===== config.mk =====
export PLATFORM = sky130hd
export DESIGN_NAME = q16_restoring_divider_flat
export DESIGN_NICKNAME = d
export VERILOG_FILES = /design/src/rtl/qdiv_pkg.sv /design/src/rtl/qdiv_in_if.sv /design/src/rtl/qdiv_out_if.sv /design/src/rtl/q16_restoring_divider.sv /design/src/rtl/qdiv_step.sv /design/src/flat_wrapper.sv
export SDC_FILE = /design/constraint.sdc
export NUM_CORES = 1
export LEC_CHECK = 0
export ABC_AREA = 1
export BUFFER_PORTS_ARGS = -buffer_cell sky130_fd_sc_hd__buf_2
export CAP_MARGIN = 20
export CELL_PAD_IN_SITES_DETAIL_PLACEMENT = 0
export CELL_PAD_IN_SITES_GLOBAL_PLACEMENT = 2
export CORE_ASPECT_RATIO = 1.5
export CORE_UTILIZATION = 32
export CTS_BUF_LIST = sky130_fd_sc_hd__clkbuf_16
export CTS_CLUSTER_DIAMETER = 150
export DETAILED_ROUTE_END_ITERATION = 10
export GPL_ROUTABILITY_DRIVEN = 0
export PLACE_DENSITY = 0.76
export SYNTH_ARGS = -nofsm -noshare
export SYNTH_HDL_FRONTEND = slang
export SYNTH_SLANG_ARGS = --single-unit

===== constraint.sdc =====
create_clock -name i_clk -period 6.92 [get_ports i_clk]
set_input_delay 0.692 -clock i_clk [delete_from_list [all_inputs] [get_ports i_clk]]
set_output_delay 0.692 -clock i_clk [all_outputs]
set_load 0.005 [all_outputs]

===== src/rtl/qdiv_pkg.sv =====
// Shared types, constants and helper functions of the Q16.16 divider.
// No dependencies; compile before the interfaces and modules.
package qdiv_pkg;

    localparam int unsigned W = 32;

    localparam logic [W-1:0] ONE_Q16 = 32'h0001_0000;
    localparam logic [W-1:0] ERR_Q16 = 32'h8000_0000;

    // Width of a leading-zero count or shift amount, 0..W inclusive
    localparam int unsigned LZW = $clog2(W) + 1;

    // Shift amounts at or above this put the 1.0 marker past the top bit
    localparam logic [LZW-1:0] MAX_SHIFT = LZW'(16);

    typedef enum logic [2:0] {
        S_IDLE,
        S_NORM1,
        S_NORM2,
        S_DIV,
        S_FIX,
        S_SIGN
    } t_state;

    // Status from the shared compare/subtract unit
    typedef struct packed {
        logic fits;      // divisor <= remainder
        logic rem_zero;  // remainder is zero
    } t_step_stat;

    // Magnitude of a two's complement word; the most negative value stays 0x80000000
    function automatic logic [W-1:0] mag32(input logic [W-1:0] v);
        logic [W-1:0] res;
        res = v[W-1] ? (W'(0) - v) : v;
        return res;
    endfunction

    // Leading-zero count; all zero gives W
    function automatic logic [LZW-1:0] lzc32(input logic [W-1:0] v);
        logic [LZW-1:0] cnt;
        cnt = LZW'(W);
        for (int i = 0; i < W; i++) begin
            if (v[i]) begin
                cnt = LZW'(W - 1 - i);
            end
        end
        return cnt;
    endfunction

endpackage


===== src/rtl/qdiv_in_if.sv =====
// Operand channel of the divider: valid/ready handshake with dividend and divisor.
// Depends on qdiv_pkg for the word width.
interface qdiv_in_if;
    import qdiv_pkg::*;

    logic                valid;
    logic                ready;
    logic signed [W-1:0] dividend;
    logic signed [W-1:0] divisor;

    modport source (output valid, output dividend, output divisor, input ready);
    modport sink   (input valid, input dividend, input divisor, output ready);
endinterface


===== src/rtl/qdiv_out_if.sv =====
// Result channel of the divider: valid/ready handshake with the quotient.
// Depends on qdiv_pkg for the word width.
interface qdiv_out_if;
    import qdiv_pkg::*;

    logic                valid;
    logic                ready;
    logic signed [W-1:0] quotient;

    modport source (output valid, output quotient, input ready);
    modport sink   (input valid, input quotient, output ready);
endinterface


===== src/rtl/q16_restoring_divider.sv =====
// Top level of the signed Q16.16 restoring divider: sequencer and registers.
// Depends on qdiv_pkg, qdiv_in_if, qdiv_out_if and qdiv_step.
//
// Usage:
//   i_in  carries dividend and divisor (signed Q16.16); a transfer happens when
//         valid and ready are both high. Ready is high only while the unit is idle.
//   o_out carries the signed Q16.16 quotient; 0x80000000 flags a zero divisor or
//         a quotient that does not fit.
// Sequence: magnitudes are taken at the transfer edge, then normalization in
//   S_NORM1 (leading-zero count) and S_NORM2 (shift and compare), one cycle per
//   quotient bit in the shared subtract unit (up to 32, fewer when the
//   remainder reaches zero), a round-up state (S_FIX) and a sign state (S_SIGN).
//   A zero divisor goes from the transfer straight to the sign state.
// Throughput: one item at a time, so the bit loop sets the rate while the
//   result side keeps up.
// Reset: i_rst_n (synchronous, active low) returns the sequencer to idle and
//   drops the output valid; no operation is kept.
// Stall: the quotient sits in an output register until o_out.ready; the unit
//   already returns to idle and takes the next operands, but a second result
//   waits in the sign cycle until the output register is free.
module q16_restoring_divider (
    input  logic       i_clk,
    input  logic       i_rst_n,
    qdiv_in_if.sink    i_in,
    qdiv_out_if.source o_out
);
    import qdiv_pkg::*;

    t_state       r_state, n_state;
    logic [W-1:0] r_rem, n_rem;
    logic [W-1:0] r_dv, n_dv;
    logic [W-1:0] r_mark, n_mark;
    logic [W-1:0] r_q, n_q;
    logic [LZW-1:0] r_k, n_k;
    logic         r_neg, n_neg;
    logic         r_err, n_err;
    logic         r_exit, n_exit;
    logic         r_out_valid, n_out_valid;
    logic [W-1:0] r_quot, n_quot;

    logic [W-1:0] step_rem;
    logic [W-1:0] step_q;
    t_step_stat   step_stat;

    logic [LZW-1:0] lz_dv;
    logic [LZW-1:0] lz_rem;
    logic [W-1:0]   dv_shift;
    logic [W-1:0]   dv_norm;
    logic           dv_low;
    logic [LZW-1:0] k_norm;
    logic [W-1:0]   mark_norm;
    logic [W-1:0]   result;
    logic           out_free;

    // Shared restoring step
    qdiv_step u_step (
        .i_rem  (r_rem),
        .i_dv   (r_dv),
        .i_mark (r_mark),
        .i_q    (r_q),
        .o_rem  (step_rem),
        .o_q    (step_q),
        .o_stat (step_stat)
    );

    assign i_in.ready     = (r_state == S_IDLE);
    assign o_out.valid    = r_out_valid;
    assign o_out.quotient = r_quot;
    assign out_free       = !r_out_valid || o_out.ready;

    // Normalization helpers
    always_comb begin
        lz_dv     = lzc32(r_dv);
        lz_rem    = lzc32(r_rem);
        dv_shift  = r_dv << r_k[LZW-2:0];
        dv_low    = (dv_shift < r_rem);
        dv_norm   = dv_low ? {dv_shift[W-2:0], 1'b0} : dv_shift;
        k_norm    = r_k + LZW'(dv_low);
        mark_norm = ONE_Q16 << k_norm[LZW-3:0];
    end

    // Apply the sign last
    always_comb begin
        if (r_err) begin
            result = ERR_Q16;
        end else if (!r_neg) begin
            result = r_q;
        end else if (r_q == ERR_Q16) begin
            result = ERR_Q16;
        end else begin
            result = W'(0) - r_q;
        end
    end

    // Sequencer: next state and datapath controls
    always_comb begin
        n_state     = r_state;
        n_rem       = r_rem;
        n_dv        = r_dv;
        n_mark      = r_mark;
        n_q         = r_q;
        n_k         = r_k;
        n_neg       = r_neg;
        n_err       = r_err;
        n_exit      = r_exit;
        n_out_valid = r_out_valid;
        n_quot      = r_quot;

        // Drop the output once transferred
        if (r_out_valid && o_out.ready) begin
            n_out_valid = 1'b0;
        end

        case (r_state)
            S_IDLE: begin
                if (i_in.valid) begin
                    n_rem   = mag32(i_in.dividend);
                    n_dv    = mag32(i_in.divisor);
                    n_neg   = i_in.dividend[W-1] ^ i_in.divisor[W-1];
                    n_err   = (i_in.divisor == '0);
                    n_q     = '0;
                    n_exit  = 1'b0;
                    n_state = (i_in.divisor == '0) ? S_SIGN : S_NORM1;
                end
            end
            S_NORM1: begin
                n_k     = (lz_dv > lz_rem) ? (lz_dv - lz_rem) : '0;
                n_state = S_NORM2;
            end
            S_NORM2: begin
                if (k_norm >= MAX_SHIFT) begin
                    n_err   = 1'b1;
                    n_state = S_SIGN;
                end else begin
                    // Back off one place if the divisor reached the top bit
                    if (dv_norm[W-1]) begin
                        n_dv   = dv_norm >> 1;
                        n_mark = mark_norm >> 1;
                    end else begin
                        n_dv   = dv_norm;
                        n_mark = mark_norm;
                    end
                    n_state = S_DIV;
                end
            end
            S_DIV: begin
                if (step_stat.rem_zero) begin
                    n_exit  = 1'b1;
                    n_state = S_FIX;
                end else begin
                    n_rem  = step_rem;
                    n_q    = step_q;
                    n_mark = r_mark >> 1;
                    if (r_mark[0]) begin
                        n_state = S_FIX;
                    end
                end
            end
            S_FIX: begin
                // Round up when the loop ran out and the divisor still fits
                if (!r_exit && step_stat.fits) begin
                    n_q = r_q + W'(1);
                end
                n_state = S_SIGN;
            end
            S_SIGN: begin
                if (out_free) begin
                    n_quot      = result;
                    n_out_valid = 1'b1;
                    n_state     = S_IDLE;
                end
            end
            default: begin
                n_state = S_IDLE;
            end
        endcase
    end

    // Control registers
    always_ff @(posedge i_clk) begin
        if (!i_rst_n) begin
            r_state     <= S_IDLE;
            r_out_valid <= 1'b0;
        end else begin
            r_state     <= n_state;
            r_out_valid <= n_out_valid;
        end
    end

    // Datapath registers
    always_ff @(posedge i_clk) begin
        r_rem  <= n_rem;
        r_dv   <= n_dv;
        r_mark <= n_mark;
        r_q    <= n_q;
        r_k    <= n_k;
        r_neg  <= n_neg;
        r_err  <= n_err;
        r_exit <= n_exit;
        r_quot <= n_quot;
    end

`ifndef SYNTHESIS
    a_busy_after_transfer: assert property (@(posedge i_clk) disable iff (!i_rst_n)
        (i_in.valid && i_in.ready) |=> !i_in.ready)
        else $error("operand channel ready right after a transfer");

    a_mark_onehot: assert property (@(posedge i_clk) disable iff (!i_rst_n)
        (r_state == S_DIV) |-> $onehot(r_mark))
        else $error("quotient marker not one-hot in the bit loop");

    a_dv_top_clear: assert property (@(posedge i_clk) disable iff (!i_rst_n)
        (r_state == S_DIV) |-> !r_dv[W-1])
        else $error("divisor top bit set in the bit loop");

    a_result_load: assert property (@(posedge i_clk) disable iff (!i_rst_n)
        (r_state == S_SIGN && out_free) |=> (o_out.valid && r_state == S_IDLE))
        else $error("sign cycle did not load the output register");
`endif

endmodule


===== src/rtl/qdiv_step.sv =====
// Shared compare/subtract/shift unit: one restoring division step per use.
// Depends on qdiv_pkg.
module qdiv_step (
    input  logic [qdiv_pkg::W-1:0] i_rem,
    input  logic [qdiv_pkg::W-1:0] i_dv,
    input  logic [qdiv_pkg::W-1:0] i_mark,
    input  logic [qdiv_pkg::W-1:0] i_q,
    output logic [qdiv_pkg::W-1:0] o_rem,
    output logic [qdiv_pkg::W-1:0] o_q,
    output qdiv_pkg::t_step_stat   o_stat
);
    import qdiv_pkg::*;

    logic [W-1:0] diff;
    logic [W-1:0] kept;

    // Compare and subtract; keep the remainder when the divisor does not fit
    always_comb begin
        o_stat.fits     = (i_dv <= i_rem);
        o_stat.rem_zero = (i_rem == '0);
        diff            = i_rem - i_dv;
        kept            = o_stat.fits ? diff : i_rem;
        // Double the remainder; the top bit drops
        o_rem           = {kept[W-2:0], 1'b0};
        o_q             = o_stat.fits ? (i_q | i_mark) : i_q;
    end

endmodule

===== src/flat_wrapper.sv =====
// flat-port wrapper written by rule: the top's interface ports become plain ports
module q16_restoring_divider_flat import qdiv_pkg::*;
  (i_clk, i_rst_n, i_in_valid, i_in_dividend, i_in_divisor, i_in_ready, o_out_valid, o_out_quotient, o_out_ready);
  qdiv_in_if i_in_i ();
  qdiv_out_if o_out_i ();
  input  logic i_clk;
  input  logic i_rst_n;
  input wire logic [$bits(i_in_i.valid)-1:0] i_in_valid;
  input wire logic [$bits(i_in_i.dividend)-1:0] i_in_dividend;
  input wire logic [$bits(i_in_i.divisor)-1:0] i_in_divisor;
  output wire logic [$bits(i_in_i.ready)-1:0] i_in_ready;
  output wire logic [$bits(o_out_i.valid)-1:0] o_out_valid;
  output wire logic [$bits(o_out_i.quotient)-1:0] o_out_quotient;
  input wire logic [$bits(o_out_i.ready)-1:0] o_out_ready;
  assign i_in_i.valid = i_in_valid;
  assign i_in_i.dividend = i_in_dividend;
  assign i_in_i.divisor = i_in_divisor;
  assign i_in_ready = i_in_i.ready;
  assign o_out_valid = o_out_i.valid;
  assign o_out_quotient = o_out_i.quotient;
  assign o_out_i.ready = o_out_ready;
  q16_restoring_divider u_core (.i_clk(i_clk), .i_rst_n(i_rst_n), .i_in(i_in_i), .o_out(o_out_i));
endmodule

Word-level counts from Yosys, hierarchy flattened
Cells that the tools add are included.
Widths: inputs -> output; s select.
Operators by class
  magnitude comparators: 4
  mux-type cells: 102
  add/subtract/negate cells: 7
  eq/ne operators: 15
  reductions and logical operators: 21
  shift operators: 2
  bitwise gates (word level): 2
Operators by type and width (count)
  $mux 32: 16
  $mux 6: 64
  $pmux 32 s2: 3
  $pmux 32 s3: 1
  $sub 1x32->32 const A: 3
  $logic_not 32->1: 2
  $mux 31: 2
  $add 32x1->32 const B: 1
  $eq 32x32->1 const B: 1
  $le 32x32->1: 1
  $lt 32x32->1: 1
  $or 32x32->32: 1
  $shl 17x4->32 const A: 1
  $shl 32x5->32: 1
  $sub 31x31->31: 1
  $mux 3: 6
  $pmux 3 s6: 1
  $reduce_and 3->1: 6
  $ne 2x1->1 const B: 5
  $mux 1: 7
  $add 6x1->6: 1
  $eq 3x2->1 const B: 2
  $eq 3x3->1 const B: 2
  $ge 6x5->1 const B: 1
  other kinds (15): 23
Word-level totals
  word-level logic and storage cells: 164
  input port bits: 68
  output and inout bits: 34
  flip-flop bits (word level): 173

Longest topological paths before layout
  depth in word-level cells: 33
  mapped depth: 39
  mapped depth without buffers: 39

Hierarchy
From an unflattened synthesis, not the netlist that was laid out.
Second synthesis, totals
  cells, all modules: 2791
  area total of the unflattened synthesis: 18022.3 µm²
By module, submodules not included
  q16_restoring_divider: cells an instance 1946, times used 1, seq. area each 5154.9 µm², area each 13905.8 µm²
  qdiv_step: cells an instance 845, times used 1, seq. area each 0.0 µm², area each 4116.4 µm²

Worst setup path after synthesis
Ideal clock, no wire load.
  path type: register -> register
  from: register u_core.r_k[1]
  to: register u_core.r_dv[0], enable pin
  period minus slack after synthesis: 7.585 ns
  slack: -0.665 ns
  required time: 6.418 ns
  library setup time: 0.502 ns
  data arrival time: 7.083 ns
  buffers on the path: 4
  cell stages (with the launch flop): 28
  cells stage by stage: edfxtp_1 -> inv_2 -> buf_2 -> buf_2 -> clkbuf_1 -> nand2_1 -> o21ai_0 -> nor2_1 -> o22ai_1 -> nand2_1 -> o21ai_0 -> inv_1 -> ha_1 -> a21oi_1 -> o21ai_0 -> a221oi_1 -> nand2_1 -> inv_1 -> clkbuf_1 -> ha_1 -> ha_1 -> nand2_1 -> nor2_1 -> xor2_1 -> nand3b_1 -> nand2_1 -> inv_1 -> nor4_1
Between the ends
  word-level cells in the longest chain between the ends: 6
Ends and longest elaborated chain
  from (decl): RTL line q16_restoring_divider.sv:34  | logic [LZW-1:0] r_k, n_k;
  from (signal assigned): RTL line q16_restoring_divider.sv:196  | r_k <= n_k;
  $shl 32x5->32: RTL line q16_restoring_divider.sv:75  | dv_shift = r_dv << r_k[LZW-2:0];
  $lt 32x32->1: RTL line q16_restoring_divider.sv:76  | dv_low = (dv_shift < r_rem);
  $add 6x1->6 (*): RTL line q16_restoring_divider.sv:78  | k_norm = r_k + LZW'(dv_low);
  $ge 6x5->1 (*): RTL line q16_restoring_divider.sv:131  | if (k_norm >= MAX_SHIFT) begin
  $ne 2x2->1 (no source line) (*)
  $reduce_and 3->1 (no source line) (*)
  to (signal assigned): RTL line q16_restoring_divider.sv:193  | r_dv <= n_dv;
  to (decl): RTL line q16_restoring_divider.sv:31  | logic [W-1:0] r_dv, n_dv;
Every way passes the cells marked *; elsewhere a longest branch is shown, timed or not.
A chain may end at the register's enable or synchronous reset.

Final worst setup path
  from: register u_core.r_k[0]
  to: register u_core.r_dv[7], enable pin
Same word-level chain as after synthesis.

==> qor.yml <==
synthesis:
  synth_edf_count: 169
  synth_top_family_by_area: "simple AND/OR/NAND/NOR gates"
  synthMuxAreaShare_pct: 1.34
  ys.flop_type: "edfxtp_1"
  synth_xor_area_share_pct: 3.83
  synth_top_area_cell: "edfxtp_1"
  yosys.area_share.simple_pct: 27.7
  synth.distinct_cells: 66
  synthTopCellsByArea: "edfxtp_1 31%, nand2_1 12%, ha_1 8.0%, o21ai_0 8.0%, inv_1 6.7%"
  yosysWarnings: 0
  ys_seq_elements: 173
  syn_inst: 2384
  synth-seq-area-share_pct: 31.3
  synth.avg_cell_area_um2: 6.91
  synth_area_um2: 16500
  synth-compound-area-share_pct: 18.0
  synth_nets: 2559
  ys_async_sr_fraction_pct: 0
  synth_top_area_share_pct: 30.8
  synthAdderAreaFrac_pct: 8.22
detailed_routing:
  vias: 15728
  vias_per_cell: 5.07
  postRouteAntennaNets: 0
  drcViolationCount: 0
  first_pass_iters: 5
  wire_per_inst_um: 17.8
  finalWirelength_um: 55300
  drt_iter0_drc: 895
timing:
  fin_crit_sh_pct: 85.2
  fin_crit_ns: 5.90
  setup_ws_ns: 1.02
  fmax_mhz: 170
  grt_setup_unrepaired: "false"
  fin_skew_ns: 0.0223
  max_slew_margin_pct: 36.4
  tightest_slew_ns: 0.950
  setup_violations: 0
  drv_slew: 0
  setup_tns_ns: 0
  final_hold_viol_count: 0
power:
  power.total_uw: 7070
  irDropWorstVdd_v: 0.000317
  p_leak_uw: 0.00803
  power_density_nw_per_um2: 389
global_routing:
  grt_overflow_total: 0
  grt_start_max_net_pins: 82
  first_global_vias: 15967
  antenna_found_initial: 0
  grt_use_total_pct: 21.4
  grt_pass1_wl_um: 86800
final_layout:
  stdcell_count: 3104
  ff_latch_area_um2: 5150
  fin_area_um2: 18200
  final_common_cell: "nand2_1"
  multi_input_area_um2: 9780
  num-fill-cells: 5578
  mostFrequentLayoutCells: "539 x nand2_1, 296 x inv_1, 262 x o21ai_0"
  insertedDiodeCount: 0
  drive_gt1_share_pct: 9.20
  area_delta_synth_final_pct: 10.5
  final_net_count: 2597
clock_network:
  holdBufCountCts: 0
  cts_root_buf: "clkbuf_16"
  ctsResizeCount: 0
  postCtsSetupBuffers: 0
  cts_buffers: 17
  cts_buffer_depth: 2
  cts_tree: "yes"
  cts.sinks: 173
  cts.clk_slew.worst_paths_ns: 0.08
  insertion_delay_ns: 0.47
  h-tree-depth: 4
critical_path:
  critPathLaunchType: "flip-flop"
  critPathKind: "flip-flop to flip-flop"
  worst-r2r-cell-count: 23
  crit_start: "u_core.r_k[0]"
  crit_required_ns: 7.03
  end_kind: "flip-flop"
  critPathArrivalTime_ns: 6.01
  r2r_start: "u_core.r_k[0]"
  critPathMaxFanout: 37
placed_design:
  placed_cells: 3072
  detailedPlace.worstSlack_ns: 1.12
  port_buffers: 101
  dpl_cell_area_um2: 17600
  hpwl_um: 45700
worst_hold_path:
  min_path_type: "input pin to flip-flop"
  whs_path_depth: 3
  worst_hold_startpoint: "i_rst_n"
run:
  maxCapViolations: 0
die:
  coreArea_um2: 50700
  rows: 101
  fp.dieW_um: 187
  die_h_um: 280
  io_pins: 102
  initial_core_util_pct: 32.5
  dieArea_um2: 52400
run_status:
  status: "finished, final reports clean"
==> cell type report <==
class | instances | share of cell area [%]
multi-input combinational | 1798 | 53.7
sequential | 173 | 28.3
inverter | 308 | 6.35
tap | 669 | 4.60
timing repair buffer | 124 | 3.71
clock buffer | 17 | 2.34
clock inverter | 15 | 0.942
==> cells by family after synthesis <==
logic type	Yosys count
compound gates	532
simple gates	1065
flops	173
mux	22
buf+inv	413
xor+xnor	72
fa+ha+maj	107
==> critical path, stage by stage, from the launching register on <==
cell and delay [ns]:
edfxtp_1 0.85, buf_4 0.44, nand2_1 0.08, o21ai_0 0.12, mux2i_1 0.16, o21ai_0 0.36, nand2_1 0.09, a22oi_1 0.57
ha_1 0.37, a21oi_1 0.15, o21ai_0 0.10, a221oi_1 0.29, nand2_1 0.14, inv_1 0.11, ha_1 0.20, ha_1 0.18
nand2_1 0.07, nor2_1 0.14, xor2_1 0.16, nand3b_1 0.14, nand2_1 0.11, inv_1 0.09, nor4_4 0.14, buf_4 0.43
==> power breakdown <==
group          total (µW)  switching [µW]  internal, µW
sequential           1830             315          1510
clock                1030             515           517
combinational        4220            2880          1340
==> Yosys cell counts (all sizes together) (3+ instances only) <==
| library cell | count |
|---|---|
| nor4 | 20 |
| o22ai | 8 |
| o21ai | 287 |
| o41ai | 3 |
| o31ai | 19 |
| nand2 | 543 |
| ha | 105 |
| a211oi | 3 |
| and3 | 4 |
| o21bai | 4 |
| o211ai | 21 |
| xnor2 | 21 |
| dfxtp | 4 |
| mux2i | 22 |
| o221ai | 7 |
| nand3 | 119 |
| clkbuf | 67 |
| o21a | 4 |
| xor2 | 51 |
| a2bb2oi | 4 |
| edfxtp | 169 |
| o311ai | 3 |
| a21boi | 4 |
| buf | 38 |
| nand4 | 17 |
| or2 | 7 |
| nor3 | 76 |
| nor3b | 5 |
| a21oi | 143 |
| inv | 307 |
| nor2 | 270 |
| a31oi | 6 |
| nand3b | 3 |
==> stage by stage <==
| step | util (%) | hold WS [ns] |
|---|---|---|
| final | 35.9 | 0.457 |
| after detailed placement | 34.7 | 0.537 |
| after global routing | 35.9 | 0.473 |
| after floorplan | - | 0.513 |
| after CTS | 35.9 | 0.438 |
| after global placement | 34.7 | 0.533 |
==> metal layers <==
layer	share of wire, %	wire length, µm	vias to the layer above	track usage [%]
met5	0	0	-	0
met4	3.7	2060	0	9.14
met3	2.2	1210	82	1.65
met2	54	29900	298	42.3
met1	40	22200	7273	22.9
li1	-	-	8075	-
==> worst paths after layout <==
kind | to | slack (ns)
worst max-delay path | u_core.r_dv[7] | 1.02
worst min-delay path | u_core.r_state[2] | 0.46
worst max register to register | u_core.r_dv[7] | 1.02
worst min register to register | u_core.r_mark[20] | 0.56
==> flip-flops by register name, summed over array words and instances (netlist names) <==
name                   cells
u_core.r_neg               1
u_core.r_exit              1
u_core.o_out.quotient     32
u_core.r_rem              32
u_core.r_dv               32
u_core.r_state             3
u_core.r_mark             32
u_core.r_err               1
u_core.r_q                32
u_core.r_k                 6
u_core.o_out.valid         1
Power figures use the tool's default switching activity.
